<file path="src/hw/rtl/bls_pkg.sv">
// ----------------------------------------------------------------------------
// bls_pkg
// Types and fixed constants of the Bresenham line stepper.
// ----------------------------------------------------------------------------
package bls_pkg;

    typedef enum logic {
        OP_START = 1'b0,
        OP_STEP  = 1'b1
    } op_t;

    typedef enum logic {
        CFG_LANDSCAPE   = 1'b0,
        CFG_PANEL_WIDTH = 1'b1
    } cfg_index_t;

    localparam int PANEL_WIDTH_BITS = 11;
    localparam int COLOUR_BITS      = 16;
    localparam int CFG_DATA_BITS    = 11;

    localparam logic [PANEL_WIDTH_BITS-1:0] PANEL_WIDTH_RESET = 11'd176;

endpackage

</file>
<file path="src/hw/rtl/bresenham_line_stepper.sv">
// ----------------------------------------------------------------------------
// bresenham_line_stepper
// All-octant line rasterizer. A start transfer loads both endpoints
// (rotated for landscape when enabled) and a colour and yields the first
// pixel; each step transfer yields the next pixel, with last_pixel set on
// the endpoint. A step with no line in progress yields nothing. One item is
// taken every cycle while the output is not stalled; an item passes through
// the input register, the one-pass step logic and the result register.
// Write landscape and panel_width only while the block is idle.
// ----------------------------------------------------------------------------
module bresenham_line_stepper #(
    parameter int COORD_BITS = 10
) (
    input  logic                                 clk,
    input  logic                                 rst_n,
    input  logic                                 cfg_write,
    input  logic                                 cfg_index,
    input  logic [bls_pkg::CFG_DATA_BITS-1:0]    cfg_data,
    input  logic                                 in_valid,
    output logic                                 in_ready,
    input  logic                                 opcode,
    input  logic [COORD_BITS-1:0]                x_start,
    input  logic [COORD_BITS-1:0]                y_start,
    input  logic [COORD_BITS-1:0]                x_end,
    input  logic [COORD_BITS-1:0]                y_end,
    input  logic [bls_pkg::COLOUR_BITS-1:0]      colour,
    output logic                                 out_valid,
    input  logic                                 out_ready,
    output logic [COORD_BITS-1:0]                pixel_x,
    output logic [COORD_BITS-1:0]                pixel_y,
    output logic [bls_pkg::COLOUR_BITS-1:0]      pixel_colour,
    output logic                                 last_pixel
);
    import bls_pkg::*;

    logic                        landscape_reg;
    logic [PANEL_WIDTH_BITS-1:0] panel_width_reg;

    logic                        item_valid;
    logic                        item_ready;
    op_t                         item_opcode;
    logic [COORD_BITS-1:0]       item_x0;
    logic [COORD_BITS-1:0]       item_y0;
    logic [COORD_BITS-1:0]       item_x1;
    logic [COORD_BITS-1:0]       item_y1;
    logic [COLOUR_BITS-1:0]      item_colour;

    always_ff @(posedge clk or negedge rst_n)
    begin
        if (!rst_n)
        begin
            landscape_reg   <= 1'b0;
            panel_width_reg <= PANEL_WIDTH_RESET;
        end
        else if (cfg_write)
        begin
            case (cfg_index_t'(cfg_index))
                CFG_LANDSCAPE:   landscape_reg   <= cfg_data[0];
                CFG_PANEL_WIDTH: panel_width_reg <= cfg_data[PANEL_WIDTH_BITS-1:0];
                default:         landscape_reg   <= landscape_reg;
            endcase
        end
    end

    bls_front #(
        .COORD_BITS (COORD_BITS)
    ) u_front (
        .clk         (clk),
        .rst_n       (rst_n),
        .in_valid    (in_valid),
        .in_ready    (in_ready),
        .opcode      (opcode),
        .x_start     (x_start),
        .y_start     (y_start),
        .x_end       (x_end),
        .y_end       (y_end),
        .colour      (colour),
        .landscape   (landscape_reg),
        .panel_width (panel_width_reg),
        .item_valid  (item_valid),
        .item_ready  (item_ready),
        .item_opcode (item_opcode),
        .item_x0     (item_x0),
        .item_y0     (item_y0),
        .item_x1     (item_x1),
        .item_y1     (item_y1),
        .item_colour (item_colour)
    );

    bls_core #(
        .COORD_BITS (COORD_BITS)
    ) u_core (
        .clk          (clk),
        .rst_n        (rst_n),
        .item_valid   (item_valid),
        .item_ready   (item_ready),
        .item_opcode  (item_opcode),
        .item_x0      (item_x0),
        .item_y0      (item_y0),
        .item_x1      (item_x1),
        .item_y1      (item_y1),
        .item_colour  (item_colour),
        .out_valid    (out_valid),
        .out_ready    (out_ready),
        .pixel_x      (pixel_x),
        .pixel_y      (pixel_y),
        .pixel_colour (pixel_colour),
        .last_pixel   (last_pixel)
    );

endmodule

</file>
<file path="src/hw/rtl/bls_front.sv">
// ----------------------------------------------------------------------------
// bls_front
// Input register: takes an item, applies the landscape rotation to the
// endpoints and holds the item until the stepper core takes it.
// ----------------------------------------------------------------------------
module bls_front #(
    parameter int COORD_BITS = 10
) (
    input  logic                           clk,
    input  logic                           rst_n,
    input  logic                           in_valid,
    output logic                           in_ready,
    input  logic                           opcode,
    input  logic [COORD_BITS-1:0]          x_start,
    input  logic [COORD_BITS-1:0]          y_start,
    input  logic [COORD_BITS-1:0]          x_end,
    input  logic [COORD_BITS-1:0]          y_end,
    input  logic [bls_pkg::COLOUR_BITS-1:0] colour,
    input  logic                           landscape,
    input  logic [bls_pkg::PANEL_WIDTH_BITS-1:0] panel_width,
    output logic                           item_valid,
    input  logic                           item_ready,
    output bls_pkg::op_t                   item_opcode,
    output logic [COORD_BITS-1:0]          item_x0,
    output logic [COORD_BITS-1:0]          item_y0,
    output logic [COORD_BITS-1:0]          item_x1,
    output logic [COORD_BITS-1:0]          item_y1,
    output logic [bls_pkg::COLOUR_BITS-1:0] item_colour
);
    import bls_pkg::*;

    localparam int RW = (COORD_BITS > PANEL_WIDTH_BITS) ? COORD_BITS : PANEL_WIDTH_BITS;

    logic                   valid_reg;
    logic                   valid_next;
    op_t                    op_reg;
    logic [COORD_BITS-1:0]  x0_reg;
    logic [COORD_BITS-1:0]  y0_reg;
    logic [COORD_BITS-1:0]  x1_reg;
    logic [COORD_BITS-1:0]  y1_reg;
    logic [COLOUR_BITS-1:0] colour_reg;
    logic [COORD_BITS-1:0]  x0_next;
    logic [COORD_BITS-1:0]  y0_next;
    logic [COORD_BITS-1:0]  x1_next;
    logic [COORD_BITS-1:0]  y1_next;
    logic [RW-1:0]          ry0_full;
    logic [RW-1:0]          ry1_full;
    logic                   take;

    assign in_ready = !valid_reg || item_ready;
    assign take     = in_valid && in_ready;

    // (x, y) -> (y, panel_width - 1 - x), kept to the coordinate width
    assign ry0_full = RW'(panel_width) - RW'(1) - RW'(x_start);
    assign ry1_full = RW'(panel_width) - RW'(1) - RW'(x_end);

    always_comb
    begin
        if (landscape)
        begin
            x0_next = y_start;
            y0_next = ry0_full[COORD_BITS-1:0];
            x1_next = y_end;
            y1_next = ry1_full[COORD_BITS-1:0];
        end
        else
        begin
            x0_next = x_start;
            y0_next = y_start;
            x1_next = x_end;
            y1_next = y_end;
        end
    end

    always_comb
    begin
        if (take)
            valid_next = 1'b1;
        else if (item_ready)
            valid_next = 1'b0;
        else
            valid_next = valid_reg;
    end

    always_ff @(posedge clk or negedge rst_n)
    begin
        if (!rst_n)
            valid_reg <= 1'b0;
        else
            valid_reg <= valid_next;
    end

    always_ff @(posedge clk)
    begin
        if (take)
        begin
            op_reg     <= op_t'(opcode);
            x0_reg     <= x0_next;
            y0_reg     <= y0_next;
            x1_reg     <= x1_next;
            y1_reg     <= y1_next;
            colour_reg <= colour;
        end
    end

    assign item_valid  = valid_reg;
    assign item_opcode = op_reg;
    assign item_x0     = x0_reg;
    assign item_y0     = y0_reg;
    assign item_x1     = x1_reg;
    assign item_y1     = y1_reg;
    assign item_colour = colour_reg;

endmodule

</file>
<file path="src/hw/rtl/bls_core.sv">
// ----------------------------------------------------------------------------
// bls_core
// Line state and error term; sets up a line on start, advances one pixel
// on step, and holds the pixel in the result register.
// ----------------------------------------------------------------------------
module bls_core #(
    parameter int COORD_BITS = 10
) (
    input  logic                           clk,
    input  logic                           rst_n,
    input  logic                           item_valid,
    output logic                           item_ready,
    input  bls_pkg::op_t                   item_opcode,
    input  logic [COORD_BITS-1:0]          item_x0,
    input  logic [COORD_BITS-1:0]          item_y0,
    input  logic [COORD_BITS-1:0]          item_x1,
    input  logic [COORD_BITS-1:0]          item_y1,
    input  logic [bls_pkg::COLOUR_BITS-1:0] item_colour,
    output logic                           out_valid,
    input  logic                           out_ready,
    output logic [COORD_BITS-1:0]          pixel_x,
    output logic [COORD_BITS-1:0]          pixel_y,
    output logic [bls_pkg::COLOUR_BITS-1:0] pixel_colour,
    output logic                           last_pixel
);
    import bls_pkg::*;

    localparam int EW = COORD_BITS + 2;
    localparam int SW = COORD_BITS + 3;

    logic                   active_reg;
    logic                   active_next;
    logic [COORD_BITS-1:0]  cur_x_reg;
    logic [COORD_BITS-1:0]  cur_y_reg;
    logic [COORD_BITS-1:0]  tgt_x_reg;
    logic [COORD_BITS-1:0]  tgt_y_reg;
    logic signed [EW-1:0]   err_reg;
    logic [COORD_BITS-1:0]  dx_reg;
    logic [COORD_BITS-1:0]  dy_reg;
    logic                   neg_x_reg;
    logic                   neg_y_reg;
    logic [COLOUR_BITS-1:0] colour_reg;

    logic [COORD_BITS-1:0]  cur_x_next;
    logic [COORD_BITS-1:0]  cur_y_next;
    logic [COORD_BITS-1:0]  tgt_x_next;
    logic [COORD_BITS-1:0]  tgt_y_next;
    logic signed [EW-1:0]   err_next;
    logic [COORD_BITS-1:0]  dx_next;
    logic [COORD_BITS-1:0]  dy_next;
    logic                   neg_x_next;
    logic                   neg_y_next;
    logic [COLOUR_BITS-1:0] colour_next;
    logic                   last_next;
    logic                   emit;

    logic                   out_valid_reg;
    logic                   out_valid_next;
    logic [COORD_BITS-1:0]  px_reg;
    logic [COORD_BITS-1:0]  py_reg;
    logic [COLOUR_BITS-1:0] pcol_reg;
    logic                   plast_reg;

    logic signed [SW-1:0]   e2;
    logic signed [SW-1:0]   dxs;
    logic signed [SW-1:0]   dys;
    logic signed [SW-1:0]   err_sum;
    logic                   move_x;
    logic                   move_y;
    logic                   take;

    assign item_ready = !out_valid_reg || out_ready;
    assign take       = item_valid && item_ready;

    assign e2  = {err_reg, 1'b0};
    assign dxs = $signed({3'b000, dx_reg});
    assign dys = -$signed({3'b000, dy_reg});
    assign move_x = e2 >= dys;
    assign move_y = e2 <= dxs;
    assign err_sum = SW'(err_reg) + (move_x ? dys : SW'(0)) + (move_y ? dxs : SW'(0));

    always_comb
    begin
        cur_x_next  = cur_x_reg;
        cur_y_next  = cur_y_reg;
        tgt_x_next  = tgt_x_reg;
        tgt_y_next  = tgt_y_reg;
        err_next    = err_reg;
        dx_next     = dx_reg;
        dy_next     = dy_reg;
        neg_x_next  = neg_x_reg;
        neg_y_next  = neg_y_reg;
        colour_next = colour_reg;
        active_next = active_reg;
        last_next   = 1'b0;
        emit        = 1'b0;
        if (take)
        begin
            case (item_opcode)
                OP_START:
                begin
                    cur_x_next  = item_x0;
                    cur_y_next  = item_y0;
                    tgt_x_next  = item_x1;
                    tgt_y_next  = item_y1;
                    dx_next     = (item_x1 >= item_x0) ? item_x1 - item_x0
                                                       : item_x0 - item_x1;
                    dy_next     = (item_y1 >= item_y0) ? item_y1 - item_y0
                                                       : item_y0 - item_y1;
                    neg_x_next  = !(item_x0 < item_x1);
                    neg_y_next  = !(item_y0 < item_y1);
                    err_next    = $signed(EW'(dx_next)) - $signed(EW'(dy_next));
                    colour_next = item_colour;
                    last_next   = (item_x0 == item_x1) && (item_y0 == item_y1);
                    active_next = !last_next;
                    emit        = 1'b1;
                end
                OP_STEP:
                begin
                    if (active_reg)
                    begin
                        if (move_x)
                            cur_x_next = neg_x_reg ? cur_x_reg - 1'b1 : cur_x_reg + 1'b1;
                        if (move_y)
                            cur_y_next = neg_y_reg ? cur_y_reg - 1'b1 : cur_y_reg + 1'b1;
                        err_next    = err_sum[EW-1:0];
                        last_next   = (cur_x_next == tgt_x_reg) && (cur_y_next == tgt_y_reg);
                        active_next = !last_next;
                        emit        = 1'b1;
                    end
                end
                default:
                begin
                    emit = 1'b0;
                end
            endcase
        end
    end

    always_comb
    begin
        if (emit)
            out_valid_next = 1'b1;
        else if (out_ready)
            out_valid_next = 1'b0;
        else
            out_valid_next = out_valid_reg;
    end

    always_ff @(posedge clk or negedge rst_n)
    begin
        if (!rst_n)
        begin
            active_reg    <= 1'b0;
            out_valid_reg <= 1'b0;
            cur_x_reg     <= '0;
            cur_y_reg     <= '0;
            tgt_x_reg     <= '0;
            tgt_y_reg     <= '0;
            err_reg       <= '0;
            dx_reg        <= '0;
            dy_reg        <= '0;
            neg_x_reg     <= 1'b0;
            neg_y_reg     <= 1'b0;
            colour_reg    <= '0;
        end
        else
        begin
            active_reg    <= active_next;
            out_valid_reg <= out_valid_next;
            cur_x_reg     <= cur_x_next;
            cur_y_reg     <= cur_y_next;
            tgt_x_reg     <= tgt_x_next;
            tgt_y_reg     <= tgt_y_next;
            err_reg       <= err_next;
            dx_reg        <= dx_next;
            dy_reg        <= dy_next;
            neg_x_reg     <= neg_x_next;
            neg_y_reg     <= neg_y_next;
            colour_reg    <= colour_next;
        end
    end

    always_ff @(posedge clk)
    begin
        if (emit)
        begin
            px_reg    <= cur_x_next;
            py_reg    <= cur_y_next;
            pcol_reg  <= colour_next;
            plast_reg <= last_next;
        end
    end

    assign out_valid    = out_valid_reg;
    assign pixel_x      = px_reg;
    assign pixel_y      = py_reg;
    assign pixel_colour = pcol_reg;
    assign last_pixel   = plast_reg;

endmodule

</file>
<file path="config.mk">
export PLATFORM = sky130hd
export DESIGN_NAME = bresenham_line_stepper
export DESIGN_NICKNAME = d
export VERILOG_FILES = /design/src/hw/rtl/bls_pkg.sv /design/src/hw/rtl/bresenham_line_stepper.sv /design/src/hw/rtl/bls_front.sv /design/src/hw/rtl/bls_core.sv
export SDC_FILE = /design/constraint.sdc
export NUM_CORES = 1
export LEC_CHECK = 0
export ABC_AREA = 1
export BUFFER_PORTS_ARGS = -buffer_cell sky130_fd_sc_hd__buf_2
export CAP_MARGIN = 0
export CORE_MARGIN = 2
export CORE_UTILIZATION = 45
export CTS_BUF_LIST = sky130_fd_sc_hd__clkbuf_4
export DETAILED_ROUTE_END_ITERATION = 8
export HOLD_SLACK_MARGIN = 0.12
export PLACE_DENSITY = 0.62
export SYNTH_ARGS = -nofsm -noshare
export SYNTH_HDL_FRONTEND = slang
export SYNTH_SLANG_ARGS = --single-unit
export TNS_END_PERCENT = 50
</file>
<file path="constraint.sdc">
create_clock -name clk -period 8.63 [get_ports clk]
set_input_delay 1.2945 -clock clk [delete_from_list [all_inputs] [get_ports clk]]
set_output_delay 1.2945 -clock clk [all_outputs]
set_load 0.1 [all_outputs]
</file>
After elaboration in Yosys (flattened, before gate mapping):

Cells that the tools add are included.

* bits in registers: 198
* input port bits: 74
* output and inout bits: 39
* word-level logic and storage cells: 110

* $add $sub $neg: 15
* $lt $le $gt $ge: 6
* equality and inequality tests: 5
* multiplexer cells: 39
* bitwise operators: 2
* reduce and logical (&&, ||, !) cells: 18

Operators by type and width (number)
* $mux W10: 21
* $sub A10 B10 Y10: 6
* $eq A10 B10 Y1: 4
* $pmux W10 S2: 2
* $mux W16: 2
* $sub A10 B1 Y10 const B: 3
* $add A12 B12 Y12: 2
* $mux W12: 2
* $pmux W12 S2: 1
* $add A10 B1 Y10 const B: 2
* $ge A10 B10 Y1: 2
* $lt A10 B10 Y1: 2
* $ge A13 B13 Y1: 1
* $le A13 B11 Y1: 1
* $neg A10 Y13: 1
* $sub A10 B10 Y11: 1
* $mux W1: 8
* $reduce_and A2 Y1: 4
* $logic_not A1 Y1: 6
* $pmux W1 S2: 3
* $logic_and A1 B1 Y1: 4
* $reduce_bool A2 Y1: 2
* $logic_or A1 B1 Y1: 2
* $ne A2 B1 Y1 const B: 1
* $not A1 Y1: 2

Depth between registers and ports, before layout:

* depth after elaboration: 11
* mapped depth: 39
* depth with buffers taken out: 38

By module:

A second synthesis with hierarchy kept.

* cells, all modules: 1783
* area, all modules: 14022.2 um^2

Modules (own cells, without submodules)
* bls_core: instances 1, cells each 1367, area an instance 10227.3 um^2, seq. area each 3413.3 um^2
* bls_front: instances 1, cells each 362, area an instance 3305.7 um^2, seq. area each 1736.7 um^2
* bresenham_line_stepper: instances 1, cells each 54, area an instance 489.2 um^2, seq. area each 304.0 um^2

Worst setup path before layout:

OpenSTA, ideal clock, no wires.

* kind: register to register
* from: reg u_core.dy_reg[0]
* to: reg u_core.err_reg[11]
* setup time: 144 ps
* arrival time: 4466 ps
* required time: 8486 ps
* path slack: 4020 ps
* cell stages (with the launch flop): 39
* path buffers: 1
* clock period less this slack: 4610 ps
* cells stage by stage: dfrtp_1 -> inv_1 -> ha_1 -> nand2_1 -> nor2_1 -> nand4_1 -> nor2_1 -> nand2_1 -> and2_1 -> inv_1 -> ha_1 -> nand2_1 -> inv_1 -> nand2_1 -> nand2_1 -> a21oi_1 -> nand3_2 -> nand2_4 -> [... 3 more ...] -> inv_1 -> ha_1 -> inv_1 -> fa_1 -> inv_1 -> nand3_1 -> nand2_1 -> nand2_1 -> nand2_1 -> a21oi_1 -> o21ai_0 -> inv_1 -> o21ai_0 -> a21oi_1 -> inv_1 -> nand2_1 -> nand3_1 -> a22oi_1

* cells in the longest elaborated chain, start to end: 7

Ends and longest elaborated chain
* start: declaration: line bls_core.sv:39 `logic [COORD_BITS-1:0] dy_reg;`
* start signal: assignment: line bls_core.sv:177 `dy_reg <= dy_next;`
* $neg A10 Y13 (*): line bls_core.sv:77 `assign dys = -$signed({3'b000, dy_reg});`
* $ge A13 B13 Y1: line bls_core.sv:78 `assign move_x = e2 >= dys;`
* $mux W12 (*): line bls_core.sv:80 `assign err_sum = SW'(err_reg) + (move_x ? dys : SW'(0)) + (move_y ? dxs : SW'(0));`
* $add A12 B12 Y12 (*) (2 in series): line bls_core.sv:80
* $mux W12 (*): line bls_core.sv:120 `if (active_reg)`
* $pmux W12 S2 (*): line bls_core.sv:99 `case (item_opcode)`
* end signal: assignment: line bls_core.sv:175 `err_reg <= err_next;`
* end: declaration: line bls_core.sv:37 `logic signed [EW-1:0] err_reg;`

Mark *: on every way between the ends. The rest lies on a longest branch, timed or not. The select of a mux whose other input is x is not followed.
A chain may end at the register's enable or synchronous reset.

Worst setup path in the final report:

* from: reg u_core.dy_reg[0]
* to: reg u_core.err_reg[10]

The elaborated chain is that of the path after synthesis.

==> impl_metrics.xml <==
<?xml version="1.0" encoding="UTF-8"?>
<metrics>
  <group name="outcome">
    <metric name="run_status" unit="">finished, final reports clean</metric>
  </group>
  <group name="clock_tree">
    <metric name="cts_inserted_buffers" unit="">17</metric>
    <metric name="numClockSinks" unit="">198</metric>
    <metric name="post_cts_buffers" unit="">0</metric>
    <metric name="ctsHtreeMaxLevel" unit="">4</metric>
    <metric name="clock_tree.root_cell" unit="">sky130_fd_sc_hd__clkbuf_4</metric>
    <metric name="tritoncts" unit="">yes</metric>
    <metric name="cts-root-to-sink-buffers" unit="">2</metric>
    <metric name="clk_transition_reported_paths" unit="ns">0.21</metric>
    <metric name="hold_fix_buffer_count_after_cts" unit="">0</metric>
    <metric name="insertion_delay" unit="ns">0.65</metric>
    <metric name="cts_repair_resize_count" unit="">0</metric>
  </group>
  <group name="floorplanning">
    <metric name="floorplan.initialDensity" unit="">0.4575</metric>
    <metric name="die_h" unit="µm">177.6</metric>
    <metric name="chipWidth" unit="µm">177.6</metric>
    <metric name="core_area" unit="mm²">0.02964</metric>
    <metric name="top_level_ports" unit="">113</metric>
    <metric name="die_area" unit="mm²">0.03154</metric>
    <metric name="rows" unit="">63</metric>
  </group>
  <group name="hold_path">
    <metric name="whs_endpoint" unit="">u_core.colour_reg[11]</metric>
    <metric name="holdCritStartpoint" unit="">u_front.item_colour[11]</metric>
    <metric name="min_delay_path_depth" unit="">2</metric>
    <metric name="min-delay-path-class" unit="">flop to flop</metric>
  </group>
  <group name="job">
    <metric name="drv.max_cap_violation_count" unit="">0</metric>
  </group>
  <group name="place">
    <metric name="globalplace.congestion" unit="">0.9218</metric>
    <metric name="placement.io_buffers" unit="">111</metric>
    <metric name="detailed_placement_wirelength_estimate" unit="µm">26320</metric>
    <metric name="worst_slack_after_detailed_placement" unit="ns">2.839</metric>
  </group>
  <group name="detailed_routing">
    <metric name="route.vias.total" unit="">11130</metric>
    <metric name="routed_wirelength" unit="µm">34570</metric>
    <metric name="firstDrtPassIters" unit="">5</metric>
    <metric name="route.detailed.wl_per_inst" unit="µm">15.94</metric>
    <metric name="post_drt_via_cell_ratio" unit="">5.132</metric>
    <metric name="post-route-drc-count" unit="">0</metric>
    <metric name="drtAntennaViolNets" unit="">0</metric>
    <metric name="count_of_routing_violations_after_the_opening_detailed_route_iteration" unit="">624</metric>
  </group>
  <group name="sta">
    <metric name="setup_viol" unit="">0</metric>
    <metric name="timing_worst_slew_pin_value" unit="ns">0.8962</metric>
    <metric name="max-slew-margin-rel" unit="">0.3988</metric>
    <metric name="setup_slack" unit="ns">2.833</metric>
    <metric name="final_min_period_over_clock_period" unit="">0.6717</metric>
    <metric name="finalHoldViolations" unit="">0</metric>
    <metric name="timing_max_transition_violations_final" unit="">0</metric>
    <metric name="fin_crit" unit="ns">5.797</metric>
    <metric name="fin_hold_ws" unit="ns">0.4882</metric>
    <metric name="fin_worst_skew" unit="ns">0.03995</metric>
    <metric name="clock.fmax" unit="MHz">172.5</metric>
    <metric name="rsz0062_at_grt" unit="">false</metric>
    <metric name="tns" unit="ns">0</metric>
  </group>
  <group name="setup_path">
    <metric name="critPathMaxStageDelay" unit="ns">0.48</metric>
    <metric name="timing.critical_path.to_type" unit="">flop</metric>
    <metric name="crit_path_max_fanout" unit="">25</metric>
    <metric name="critPathArrivalTime" unit="ns">6.30</metric>
    <metric name="reg2reg_setup_slack" unit="ns">2.83</metric>
    <metric name="crit-reg2reg-capture" unit="">u_core.err_reg[10]</metric>
    <metric name="timing.rr.start" unit="">u_core.dy_reg[0]</metric>
    <metric name="path_common_cell" unit="">sky130_fd_sc_hd__nand2_1</metric>
    <metric name="worst_r2r_path_depth" unit="">32</metric>
    <metric name="crit_required" unit="ns">9.13</metric>
    <metric name="type_of_element_launching_the_critical_path" unit="">flop</metric>
    <metric name="worst_path_max_delay_cell" unit="">sky130_fd_sc_hd__fa_1</metric>
    <metric name="path_class" unit="">flop to flop</metric>
  </group>
  <group name="synthesis">
    <metric name="postSynthRegisterBits" unit="">198</metric>
    <metric name="synth.yosys.warnings" unit="">0</metric>
    <metric name="synth_async_sr_flop_share" unit="">0.5253</metric>
    <metric name="flip_flop_cell_with_the_highest_count_after_synthesis" unit="">sky130_fd_sc_hd__dfrtp_1</metric>
    <metric name="syn-num-nets" unit="">1881</metric>
    <metric name="synth_enable_flop_cells" unit="">94</metric>
    <metric name="synth_area_per_cell" unit="µm²">8.125</metric>
    <metric name="count_of_distinct_cell_types_in_the_synthesized_netlist" unit="">52</metric>
    <metric name="yosysSeqAreaShare" unit="">0.4004</metric>
    <metric name="synth_area" unit="mm²">0.01356</metric>
    <metric name="synthesized_instance_count" unit="">1669</metric>
  </group>
  <group name="grt">
    <metric name="global_route.peak_usage_layer" unit="">met2</metric>
    <metric name="global_route_wire_length_before_repair" unit="µm">54760</metric>
    <metric name="grt_start_max_net_pins" unit="">65</metric>
    <metric name="grtUsageMet3" unit="">0.03985</metric>
    <metric name="grt_overflow_total" unit="">0</metric>
    <metric name="antenna_found_initial" unit="">1</metric>
    <metric name="grt.met1_usage" unit="">0.3027</metric>
    <metric name="first_global_vias" unit="">10800</metric>
    <metric name="gr-usage-met2" unit="">0.3698</metric>
    <metric name="gr-usage-all-layers" unit="">0.2248</metric>
  </group>
  <group name="power">
    <metric name="total_leakage_power" unit="nW">7.436</metric>
    <metric name="vdd_drop_max" unit="mV">0.2521</metric>
    <metric name="pwr_density_cell" unit="mW/mm²">417.3</metric>
  </group>
  <group name="cells_and_area">
    <metric name="nets" unit="">1977</metric>
    <metric name="drive_above_1_share" unit="">0.1074</metric>
    <metric name="final.fill_count" unit="">2902</metric>
    <metric name="area.growth.synth_to_final" unit="%">9.273</metric>
  </group>
</metrics>
[final cells by class]
class | instances | area, µm² | share of cell area
inverters | 259 | 972.2 | 0.06561
flip-flops and latches | 198 | 5429 | 0.3664
clock buffers | 17 | 127.6 | 0.008613
clock inverters | 15 | 209.0 | 0.01410
repair buffers | 121 | 633.1 | 0.04273
diodes | 1 | 2.502 | 0.0001689
multi-input cells | 1168 | 6957 | 0.4695
well taps | 390 | 488.0 | 0.03293
[stage by stage]
stage          area, µm²    util  cells  total power (W)
3_5_place_dp       14480  0.4885   2136         0.005613
2_1_floorplan      13560       -   1669         0.004736
3_3_place_gp       14480  0.4885   2136         0.005519
5_1_grt            14820  0.5000   2169         0.006822
4_1_cts            14820  0.4999   2168         0.006199
6_report           14820  0.5000   2169         0.006184
[layer usage]
layer / routed length (µm) / vias to the layer above
met3: 1623 / 40
li1: - / 5665
met5: 0 / -
met1: 16230 / 5161
met4: 892 / 0
met2: 15820 / 265
[placed cells by master (no fill, tap or decap), types with 7 or more instances in the layout]
master,synthesis,routed
sky130_fd_sc_hd__nor2_1,78,76
sky130_fd_sc_hd__ha_1,118,118
sky130_fd_sc_hd__nand3b_1,13,13
sky130_fd_sc_hd__edfxtp_1,94,94
sky130_fd_sc_hd__xnor2_1,18,18
sky130_fd_sc_hd__nand3_1,90,90
sky130_fd_sc_hd__a31oi_1,13,13
sky130_fd_sc_hd__o21ai_0,129,129
sky130_fd_sc_hd__buf_4,2,11
sky130_fd_sc_hd__fa_1,20,20
sky130_fd_sc_hd__nor3_1,8,8
sky130_fd_sc_hd__dfrtp_1,101,101
sky130_fd_sc_hd__nand4_1,15,15
sky130_fd_sc_hd__buf_2,2,110
sky130_fd_sc_hd__nand2_1,436,436
sky130_fd_sc_hd__a32oi_1,16,16
sky130_fd_sc_hd__clkbuf_4,0,17
sky130_fd_sc_hd__nand2_2,10,10
sky130_fd_sc_hd__mux2_2,7,7
sky130_fd_sc_hd__a21oi_1,105,105
sky130_fd_sc_hd__inv_1,255,254
sky130_fd_sc_hd__xor2_1,38,38
[worst max-delay path, delay by kind of cell (launching register included)]
family | cells | cell delay (ns)
AOI/OAI and AO/OA | 5 | 0.77
DFF | 1 | 0.43
and+or+nand+nor | 19 | 2.67
adders and majority gates | 4 | 1.29
buffers and inverters | 4 | 0.46
[cell families after synthesis]
group / after synthesis / synth area share
AOI/OAI and AO/OA: 293 / 0.1188
xor gates and xnor gates: 56 / 0.03617
adders and majority gates: 138 / 0.1384
buffers and inverters: 303 / 0.08775
DFF: 198 / 0.4004
muxes: 13 / 0.01024
and+or+nand+nor: 668 / 0.2082
[power breakdown]
part	switching, W	internal, W
Sequential	0.000260	0.00134
Clock	0.000411	0.000150
Combinational	0.00267	0.00135
Total	0.00334	0.00284
[how the worst max path moves through the flow]
stage                     start                 end  slack, ns  cells past startpoint
5_1_grt        u_core.dy_reg[0]  u_core.err_reg[11]       2.31                     34
2_1_floorplan  u_core.dy_reg[0]  u_core.err_reg[11]       4.02                     38
3_5_place_dp   u_core.dy_reg[0]  u_core.err_reg[11]       2.84                     31
4_1_cts        u_core.dy_reg[0]  u_core.err_reg[11]       2.79                     31
6_report       u_core.dy_reg[0]  u_core.err_reg[10]       2.83                     32
3_3_place_gp   u_core.dy_reg[0]  u_core.err_reg[11]       3.01                     32
[synth_stat cells (7+ instances only)]
cell type	instances	area, µm²
sky130_fd_sc_hd__nand2_1	436	1637
sky130_fd_sc_hd__inv_1	255	957.2
sky130_fd_sc_hd__o21ai_0	129	645.6
sky130_fd_sc_hd__ha_1	118	1476
sky130_fd_sc_hd__a21oi_1	105	525.5
sky130_fd_sc_hd__dfrtp_1	101	2527
sky130_fd_sc_hd__edfxtp_1	94	2823
sky130_fd_sc_hd__nand3_1	90	450.4
sky130_fd_sc_hd__nor2_1	78	292.8
sky130_fd_sc_hd__xor2_1	38	332.8
sky130_fd_sc_hd__clkbuf_1	34	127.6
sky130_fd_sc_hd__fa_1	20	400.4
sky130_fd_sc_hd__xnor2_1	18	157.7
sky130_fd_sc_hd__a32oi_1	16	140.1
sky130_fd_sc_hd__nand4_1	15	93.84
sky130_fd_sc_hd__a31oi_1	13	81.33
sky130_fd_sc_hd__nand3b_1	13	97.59
sky130_fd_sc_hd__nand2_2	10	62.56
sky130_fd_sc_hd__nor3_1	8	40.04
sky130_fd_sc_hd__mux2_2	7	78.83
(Power assumes the default switching activity.)
